$ cat config.mk
export PLATFORM = sky130hd
export DESIGN_NAME = olte_cell
export DESIGN_NICKNAME = d
export VERILOG_FILES = /design/src/hdl/olte_pkg.sv /design/src/hdl/olte_cell.sv
export SDC_FILE = /design/constraint.sdc
export NUM_CORES = 1
export LEC_CHECK = 0
export BUFFER_PORTS_ARGS = -buffer_cell sky130_fd_sc_hd__buf_2
export CAP_MARGIN = 20
export CORE_AREA = 2 2 79 99
export DETAILED_ROUTE_END_ITERATION = 10
export DIE_AREA = 0 0 81 101
export GPL_TIMING_DRIVEN = 0
export PLACE_DENSITY = 0.8
export SLEW_MARGIN = 10
export SYNTH_ARGS = -nofsm -noshare
export SYNTH_HDL_FRONTEND = slang
export SYNTH_SLANG_ARGS = --single-unit
$ cat constraint.sdc
create_clock -name clk -period 4 [get_ports clk]
set_input_delay 0.6 -clock clk [delete_from_list [all_inputs] [get_ports clk]]
set_output_delay 0.6 -clock clk [all_outputs]
set_load 0.005 [all_outputs]
$ cat src/hdl/olte_pkg.sv
// shared constants, command codes and cell control type for the ordered list table engine
package olte_pkg;

    localparam int CAPACITY   = 256;
    localparam int DATA_W     = 32;
    localparam int FUNC_W     = 3;
    localparam int IN_IDX_W   = 8;
    localparam int FIDX_W     = 9;
    localparam int CNT_OUT_W  = 9;
    localparam int IDX_W      = $clog2(CAPACITY);
    localparam int CNT_W      = $clog2(CAPACITY + 1);
    localparam int CMP_W      = (CNT_W > IN_IDX_W) ? CNT_W : IN_IDX_W;

    localparam logic [FUNC_W-1:0] FUNC_PUSH   = 3'd0;
    localparam logic [FUNC_W-1:0] FUNC_ADD    = 3'd1;
    localparam logic [FUNC_W-1:0] FUNC_GET    = 3'd2;
    localparam logic [FUNC_W-1:0] FUNC_FIND   = 3'd3;
    localparam logic [FUNC_W-1:0] FUNC_REMOVE = 3'd4;

    localparam logic signed [FIDX_W-1:0] FIDX_NONE = '1;

    typedef struct packed {
        logic              add;
        logic              cmp;
        logic [DATA_W-1:0] operand;
    } cell_ctrl_t;

endpackage

$ cat src/hdl/olte_cell.sv
// one list cell: holds an entry, compares it to the key, adds, loads or takes its neighbor
module olte_cell (
    input  logic                        clk,
    input  logic                        rst_n,
    input  olte_pkg::cell_ctrl_t        ctrl,
    input  logic                        valid,
    input  logic                        wr_en,
    input  logic                        shift_en,
    input  logic [olte_pkg::DATA_W-1:0] neighbor,
    output logic [olte_pkg::DATA_W-1:0] entry,
    output logic                        match
);
    import olte_pkg::*;

    logic [DATA_W-1:0] entry_reg;
    logic [DATA_W-1:0] entry_next;
    logic              match_reg;
    logic              match_next;

    always_comb
    begin
        entry_next = entry_reg;
        if (wr_en)
        begin
            entry_next = ctrl.operand;
        end
        else if (shift_en)
        begin
            entry_next = neighbor;
        end
        else if (ctrl.add && valid)
        begin
            entry_next = entry_reg + ctrl.operand;
        end
    end

    always_comb
    begin
        match_next = match_reg;
        if (ctrl.cmp)
        begin
            match_next = valid && (entry_reg == ctrl.operand);
        end
    end

    // entry storage is undefined until written
    always_ff @(posedge clk)
    begin
        entry_reg <= entry_next;
    end

    always_ff @(posedge clk or negedge rst_n)
    begin
        if (!rst_n)
        begin
            match_reg <= 1'b0;
        end
        else
        begin
            match_reg <= match_next;
        end
    end

    assign entry = entry_reg;
    assign match = match_reg;

endmodule

---- After elaboration in Yosys (flattened, before gate mapping) ----
Cells that the tools add are included.
storage, ports and cells
  memories kept ........................... 0
  logic and storage cells ................. 10
  output and inout bits ................... 33
  bits in registers ....................... 33
  bits in read-only memories .............. 0
  RAM bits ................................ 0
  latch bits .............................. 0
cells by class
  mux-type cells .......................... 3
  magnitude comparators ................... 0
  add/sub/neg operators ................... 1
  divide/modulo/power cells ............... 0
  multiply operators ...................... 0
  bitwise logic cells ..................... 0
  shift-type cells ........................ 0
  reductions and logical operators ........ 3
  equal/unequal tests ..................... 1
operators by type and width
  operator           count
  $mux 32            3
  $add 32x32->32     1
  $eq 32x32->1       1
  $reduce_bool 3->1  1
  $logic_and 1x1->1  2

---- Logic depth before layout (Yosys ltp) ----
Gate-level depths: netlist of run 1.
  depth in word-level cells ............... 4
  mapped depth ............................ 10
  gate-level depth less buffers ........... 10

---- Least setup slack after synthesis of run 1 ----
OpenSTA, ideal clock, no wires.
  kind .................................... in2reg
  start point ............................. in ctrl[6] (netlist name)
  end point ............................... reg entry_reg[31], in the netlist entry[31] (data pin)
  stages .................................. 8
  required time ........................... 3.820 ns
  slack ................................... 0.999 ns
  data arrival time ....................... 2.820 ns
  cell sequence ........................... ha_1 a21o_2 a2111oi_4 a211oi_2 o2111a_1 or4_4 a311o_1 o311ai_1
between the ends
  word-level cells in the longest chain between the ends .. 4
RTL lines
  item                  line             text
  start, declared       olte_cell.sv:5   input olte_pkg::cell_ctrl_t ctrl,
  $add 32x32->32        olte_cell.sv:33  entry_next = entry_reg + ctrl.operand;
  $mux 32               olte_cell.sv:31  else if (ctrl.add && valid)
  $mux 32               olte_cell.sv:27  else if (shift_en)
  $mux 32               olte_cell.sv:23  if (wr_en)
  via entry_next[31]    olte_cell.sv:16  logic [DATA_W-1:0] entry_next;
  end signal, assigned  olte_cell.sv:49  entry_reg <= entry_next;
  end, declared         olte_cell.sv:15  logic [DATA_W-1:0] entry_reg;
The timed path passes the listed nets, and every way through them passes these cells. The select of a mux whose other input is x is not followed.
A chain may end at the register's enable or synchronous reset.

---- Worst setup path after layout of run 1 ----
  start point ............................. in ctrl[0] (netlist name)
  end point ............................... reg entry_reg[26], in the netlist entry[26] (data pin)
Same word-level chain as after synthesis.

==> metrics, run 1 <==
status=completed; standard cell with the maximum stage delay on the critical path=a2111oi_0; horizontal die dimension=between 80 and 90 um; number of antenna violations at the first check in global routing=0; highest net fanout along the worst path=4; Syn. warnings=0; first-pass iteration count of the detailed router=5; final slew viol count=0; detailed-route via count=~3800; initial DRC count=around 220; power density over cell area=about 380 nW/um2; Max Clock Skew=between 0.01 and 0.015 ns; headroom to the max-slew limit=a little under half; CTS clk-pin slew, worst paths=approximately 0.08 ns; number of core rows=35; total of fill cells in the finished design=~700; diode count=0; CTS Root Cell=clkbuf_8; placer's final routability congestion estimate=approximately 0.96; CTS tree=built; total of flip-flops plus latches after synthesis=33; endpoint arrival time on the critical path=3.23 ns; Worst Tran Pin Value=approximately 0.82 ns; Post-Syn Nets=around 510; Post-DP Area=around 4100 um2; number of distinct standard cells referenced by the synthesized netlist=65; count of hold-fix buffers inserted at cts=0; area of the mapped netlist=3520 um2; count of buffers from port buffering=102; dominant register cell in the synthesized netlist=edfxtp_1; layout net count=slightly above 600; storage element area=between 900 and 1000 um2; met2 usage=49.6%; post_cts resized=0; average detailed-routed wire length per instance=~18 um; count of antenna-violating nets left after detailed routing=0; count of final hold-check violations=0; Layout Area Growth over Synthesis=21.6%; multi-input gate area in the final layout=around 2400 um2; Top-Level Pins=around 100; path class of the lowest-slack min-delay path=in2async; ys async rst share=3.03%; max FFs per register=32; maximum number of pins on one net before global-route repair=33; global-route met1 utilization=32.7%; critical path's top delay family=compound AO/OA/AOI/OAI gates; maximum VDD drop=~230 uV; setup violation total in the final timing report=0; category of the critical setup timing path=in2reg; share of post-route cells with drive strength above 1=between 20% and 30%; Post-Route Setup TNS=0 ns; leakage power of the design=1.88 nW; ratio of routed vias to standard cells=approximately 6.2; clock insertion delay at the later pin of the skew report=around 0.30 ns; sequential-to-total area share from yosys stat=approximately 28%; H-tree level count=2; initial core utilization=48.4%; combined buffer and inverter count along the critical path=1; slack of the worst reg-to-reg path=a little over 0.8 ns; Sinks on Clock Net=33; Post-synth EDFFs=32; category of the worst setup path launch point=input pin; Std-Cell Core Area=7270 um2; number of buffers inserted during clock tree synthesis=5; longest individual stage delay on the worst path=about 0.5 ns; sort of element at the end of the critical path=flop; wire length of the first global-routing pass=~18000 um; max-cap check violation count=0; number of setup buffers added after CTS=0; Design Area, Final=between 4000 and 5000 um2; RSZ-0062 raised after global routing=false; worst path required time=about 4.0 ns; Total Routed Length=roughly 11000 um; GRT Resource Usage Total=~28%; Post-Syn Instances=between 400 and 500; leftover overflow at the end of global routing=0; Die Outline Area=roughly 8200 um2; global-route track usage on met3=4.12%; post-layout min period=approximately 3.2 ns; Final HPWL DP=around 8700 um; Max Fclk=about 0.31 GHz; Critical Path, Cell by Cell=buf_2 > ha_1 > fa_1 > a21o_1 > a21oi_1 > o21ai_0 > nand4_1 > a21oi_1 > o21ai_0 > a2111oi_0 > nor3b_1; via count of the first global-routing pass=between 3000 and 4000; fraction of the cycle the final worst path needs=approximately four fifths; residual DRC count=0; Avg Inst Size Synth=~8.6 um2; Bufs on Longest Clock Path=2; vertical die dimension=between 100 and 150 um; most crowded layer after global routing=met2
[cells in the final DEF, fill, tap and decap left out, types with 12 or more instances in the layout]
cell type  netlist  routed
buf_2            1     103
a21oi_1         36      36
nand2_1         35      35
edfxtp_1        32      32
ha_1            31      31
o21ai_0         24      24
a21o_1          22      21
o21a_1          20      20
nor2_1          19      19
clkbuf_1        15      15
inv_1           14      14
nor3_1          14      14
xnor2_1         12      12
[final cells by class]
| type | instances | area share [%] |
|---|---|---|
| plain buffers | 19 | 1.75 |
| multi-input cells | 342 | 56.2 |
| clock buffers | 5 | 1.61 |
| well taps | 92 | 2.69 |
| repair buffers | 102 | 11.9 |
| clock inverters | 3 | 1.52 |
| flip-flops and latches | 33 | 23.0 |
| inverters | 15 | 1.32 |
[synthesized netlist by cell type (4+ instances only)]
cell type / n / area, um2
nor2_1: 19 / 71.3
inv_1: 14 / 52.6
edfxtp_1: 32 / 961
xnor2_1: 12 / 105
clkbuf_1: 15 / 56.3
nand2_1: 35 / 131
a21oi_1: 36 / 180
o21bai_1: 7 / 52.6
a22oi_1: 7 / 52.6
nor3_1: 14 / 70.1
a21o_1: 22 / 165
o31a_1: 5 / 43.8
nand3_1: 11 / 55.1
nand4_1: 6 / 37.5
xor2_1: 8 / 70.1
a211oi_1: 6 / 45.0
o211ai_1: 11 / 82.6
nor4_1: 8 / 50.1
o21a_1: 20 / 150
o31ai_1: 4 / 30.0
o21ai_0: 24 / 120
ha_1: 31 / 388
[cell families after synthesis]
group,Yosys count,synth area share [%]
compound gates,174,34.8
buf+inv,34,3.73
simple gates,113,16.0
mux,3,0.889
xor+xnor,20,4.98
fa+ha+maj,32,11.6
flops,33,28.0
[metal layers]
layer / part of all wire (%) / vias to the layer above / routed length, um
li1: - / 1818 / -
met1: 40 / 1766 / 4510
met2: 51 / 166 / 5670
met3: 5.8 / 25 / 652
met4: 3.1 / 0 / 344
met5: 0 / - / 0
[final timing paths]
kind	startpoint	endpoint	depth (start not counted)
worst max-delay path	ctrl[0]	entry[26]$_DFFE_PP_	11
worst min-delay path	rst_n	match$_DFFE_PN0P_	1
worst max register to register	entry[2]$_DFFE_PP_	entry[26]$_DFFE_PP_	9
worst min register to register	match$_DFFE_PN0P_	match$_DFFE_PN0P_	2
max in group asynchronous	rst_n	match$_DFFE_PN0P_	1
min in group clk	ctrl[32]	match$_DFFE_PN0P_	2
[power by group]
group          switching (mW)  total, mW  internal (mW)
clock                   0.143      0.390          0.248
combinational           0.435      0.762          0.327
sequential             0.0279      0.467          0.439
[metrics by stage]
stage / total power, mW / instances / setup slack (ns) / util, % / hold slack (ns)
final: 1.62 / 611 / 0.800 / 58.9 / 0.0625
after global routing: 1.73 / 611 / 0.629 / 58.9 / 0.0530
after CTS: 1.62 / 611 / 0.860 / 58.9 / 0.0526
after detailed placement: 1.22 / 603 / 0.582 / 57.0 / 0.385
after global placement: 1.21 / 603 / 0.614 / 57.0 / 0.375
after floorplan: 1.00 / 409 / 0.999 / - / 0.304
(Power assumes the default switching activity.)
==> run 2: changes to the inputs <==
--- a/config.mk
+++ b/config.mk
@@ -5,13 +5,14 @@
 export SDC_FILE = /design/constraint.sdc
 export NUM_CORES = 1
 export LEC_CHECK = 0
+export ABC_AREA = 1
 export BUFFER_PORTS_ARGS = -buffer_cell sky130_fd_sc_hd__buf_2
 export CAP_MARGIN = 20
-export CORE_AREA = 2 2 79 99
+export CORE_AREA = 2 2 86 108
 export DETAILED_ROUTE_END_ITERATION = 10
-export DIE_AREA = 0 0 81 101
+export DIE_AREA = 0 0 88 110
 export GPL_TIMING_DRIVEN = 0
-export PLACE_DENSITY = 0.8
+export PLACE_DENSITY = 0.78
 export SLEW_MARGIN = 10
 export SYNTH_ARGS = -nofsm -noshare
 export SYNTH_HDL_FRONTEND = slang
==> constraint.sdc (replaced) <==
create_clock -name clk -period 3 [get_ports clk]
set_input_delay 0.45 -clock clk [delete_from_list [all_inputs] [get_ports clk]]
set_output_delay 0.45 -clock clk [all_outputs]
set_load 0.005 [all_outputs]
==> run 2 against run 1 <==
  * Sequential share of layout area decreased by 3.3 points
  * Critical endpoint is now entry[28]$_DFFE_PP_
  * Global-route usage increased by 1.3 points
  * Synthesized cell count increased by 78%
  * Non-clock buffer count decreased by 3
  * Register-to-register slack got worse by 0.23 ns
  * Flip-flop and latch count unchanged
  * First-iteration DRC count increased by 45%
  * Total power increased by 30%
  * Largest power group unchanged
==> metrics, run 2 <==
area of the mapped netlist=roughly 4200 um2; post-layout min period=2.41 ns; Syn. warnings=0; Post-Route Setup TNS=0 ns; final instance count without filler cells=957; leakage power of the design=between 2 and 3 nW; top cells by instance count after synthesis=nand2_1 (291), inv_1 (120), nor2_1 (86), nand3_1 (47), edfxtp_1 (32); share of the synthesized area in the top cell type=approximately a quarter; number of core rows=38; sequential-to-total area share from yosys stat=23.4%; Final Hold Slack=between 0.3 and 0.4 ns; share of the synthesized area in compound gates (AO/OA/AOI/OAI)=7.16%; mux contribution to synthesized area=0%; combined buffer and inverter count along the critical path=0; detailed-route via count=4737; leading cell types by total area after synthesis=nand2_1 (26%), edfxtp_1 (23%), inv_1 (11%); leftover overflow at the end of global routing=0; initial core utilization=approximately 49%; worst reg2reg path endpoint=entry[28]$_DFFE_PP_; Worst Tran Pin Value=about 0.60 ns; Final HPWL DP=between 10000 and 15000 um; Design Area, Final=approximately 5000 um2; Max Fclk=roughly 0.41 GHz; synthesized-area fraction occupied by and/or/nand/nor cells=a little over two fifths; Post-Syn Instances=slightly above 700; final slew viol count=0; clock insertion delay at the later pin of the skew report=approximately 0.30 ns; sort of element at the end of the critical path=flop; longest individual stage delay on the worst path=approximately 0.43 ns; slack of the worst reg-to-reg path=0.59 ns; share of synthesized cell area in full adder, half adder and majority cells=9.69%; Total Routed Length=around 14000 um; Max Clock Skew=roughly 0.0045 ns; Bufs on Longest Clock Path=2; biggest area consumer among synthesized cells=nand2_1; standard cell with the maximum stage delay on the critical path=fa_1; count of antenna-violating nets left after detailed routing=0; combinational family with the most area after synthesis=simple AND/OR/NAND/NOR gates; Std-Cell Core Area=8610 um2; max-cap check violation count=0; hold depth=2; total of flip-flops plus latches after synthesis=33; endpoint arrival time on the critical path=around 2.5 ns; number of setup buffers added after CTS=0; residual DRC count=0; share of post-route cells with drive strength above 1=15.9%; maximum number of pins on one net before global-route repair=21; path class of the lowest-slack min-delay path=in2reg; horizontal die dimension=between 80 and 90 um; end point of the most critical hold path=match$_DFFE_PN0P_; total chip power=about 2.1 mW; fraction of the cycle the final worst path needs=80.4%; GRT Resource Usage Total=between 20% and 30%; number of buffers inserted during clock tree synthesis=5; Util after Layout=roughly 58%; maximum VDD drop=~220 uV; RSZ-0062 raised after global routing=false; category of the critical setup timing path=reg2reg; first-pass iteration count of the detailed router=8; hold path startpoint=ctrl[32]; dominant register cell in the synthesized netlist=edfxtp_1; share of the synthesized netlist area taken by xor and xnor gates=slightly below 3%; worst setup slack after layout=~0.59 ns; Top-Level Pins=104; Post-synth EDFFs=32; dominant cell type by count on the critical path=nand2_1; ratio of routed vias to standard cells=~5; most frequent standard cell in the layout excluding fill and tap cells=nand2_1; headroom to the max-slew limit=between 60% and 70%; wire length of the first global-routing pass=between 20000 and 25000 um; count of buffers from port buffering=101; highest net fanout along the worst path=3; leading cell type by number of instances after synthesis=nand2_1; layout net count=around 940; vertical die dimension=about 110 um; category of the worst setup path launch point=flop; ys async rst share=under 10%; Sinks on Clock Net=33; CTS Root Cell=clkbuf_8; initial DRC count=around 310; CTS tree=built; Die Outline Area=between 9000 and 10000 um2; placer's final routability congestion estimate=around 0.9; Layout Area Growth over Synthesis=18.5%; H-tree level count=2; start of the worst register-to-register path=entry[0]$_DFFE_PP_; number of placed instances with taps included=948; worst r2r path cells=12; Post-Syn Nets=829; average detailed-routed wire length per instance=approximately 14 um; CTS clk-pin slew, worst paths=roughly 0.08 ns; power density over cell area=between 400 and 500 nW/um2; max FFs per register=32; status=completed; number of distinct standard cells referenced by the synthesized netlist=35; count of final hold-check violations=0; critical path's top delay family=simple AND/OR/NAND/NOR gates; Avg Inst Size Synth=about 5.8 um2; leading cell types in the layout, fill and taps excluded=nand2_1 (291), inv_1 (120), buf_2 (105); Critical Path, Cell by Cell=ha_1 > fa_1 > nand3_1 > nand3_1 > nand3_1 > nand3_2 > nand2_1 > nand2_1 > nand2_1 > nand3_1 > nand2_1 > nand2_1; worst path required time=just over 3 ns; worst slack after detailed placement=between 0.4 and 0.5 ns; diode count=0; via count of the first global-routing pass=about 4600; Post-DP Area=4900 um2; number of antenna violations at the first check in global routing=0; setup violation total in the final timing report=0
-- run 2: cell types whose count changed after synthesis, moves of 10 or more --
cell	change
inv_1	+106
nand3_1	+36
nor2_1	+67
o211ai_1	-11
nor3_1	-12
a21o_1	-21
o21a_1	-18
clkbuf_1	-10
nand2_1	+256
-- run 2: worst max-delay path by stage --
stage                             startpoint                  end  cells past startpoint  slack (ns)
after global routing      entry[0]$_DFFE_PP_  entry[28]$_DFFE_PP_                     12        0.48
final                     entry[0]$_DFFE_PP_  entry[28]$_DFFE_PP_                     12        0.59
after CTS                 entry[0]$_DFFE_PP_  entry[28]$_DFFE_PP_                     12        0.60
after global placement              shift_en  entry[19]$_DFFE_PP_                      5       -0.19
after detailed placement             ctrl[0]  entry[28]$_DFFE_PP_                     13        0.43
after floorplan                     shift_en   entry[0]$_DFFE_PP_                      5        0.67
-- run 2: per-layer routing --
| layer | wire length [um] | up-vias | global-route usage [%] |
|---|---|---|---|
| met3 | 573 | 23 | 3.20 |
| met1 | 5400 | 2104 | 32.4 |
| met2 | 7140 | 140 | 55.1 |
| met5 | 0 | - | 0 |
| met4 | 503 | 0 | 12.6 |
| li1 | - | 2470 | - |
-- run 2: kinds of logic after synthesis --
| kind of cell | count (synthesis) |
|---|---|
| AND/OR/NAND/NOR | 453 |
| buffers and inverters | 136 |
| flip-flops | 33 |
| XOR/XNOR | 14 |
| AO/OA/AOI/OAI | 58 |
| adder cells (fa/ha/maj) | 32 |
-- run 2: repair_timing --
item | 4_1_cts | 5_1_grt
gates resized for setup | 0 | 0
endpoints found under the setup margin | 0 | 0
endpoints found under the hold margin | 1 | 0
hold buffers | 1 | 0
-- run 2: where the power goes --
group          internal, mW  total, mW  switching, mW
combinational         0.415       1.15          0.731
sequential            0.581      0.614         0.0328
clock                 0.161      0.352          0.191
-- run 2: layout make-up --
type | instances | area [um2]
clock inverters | 2 | 10.0
inverters | 121 | 454
repair buffers | 103 | 543
fillers | 870 | 3620
multi-input cells | 557 | 2680
plain buffers | 15 | 95.1
well taps | 120 | 150
flip-flops and latches | 33 | 986
clock buffers | 6 | 72.6
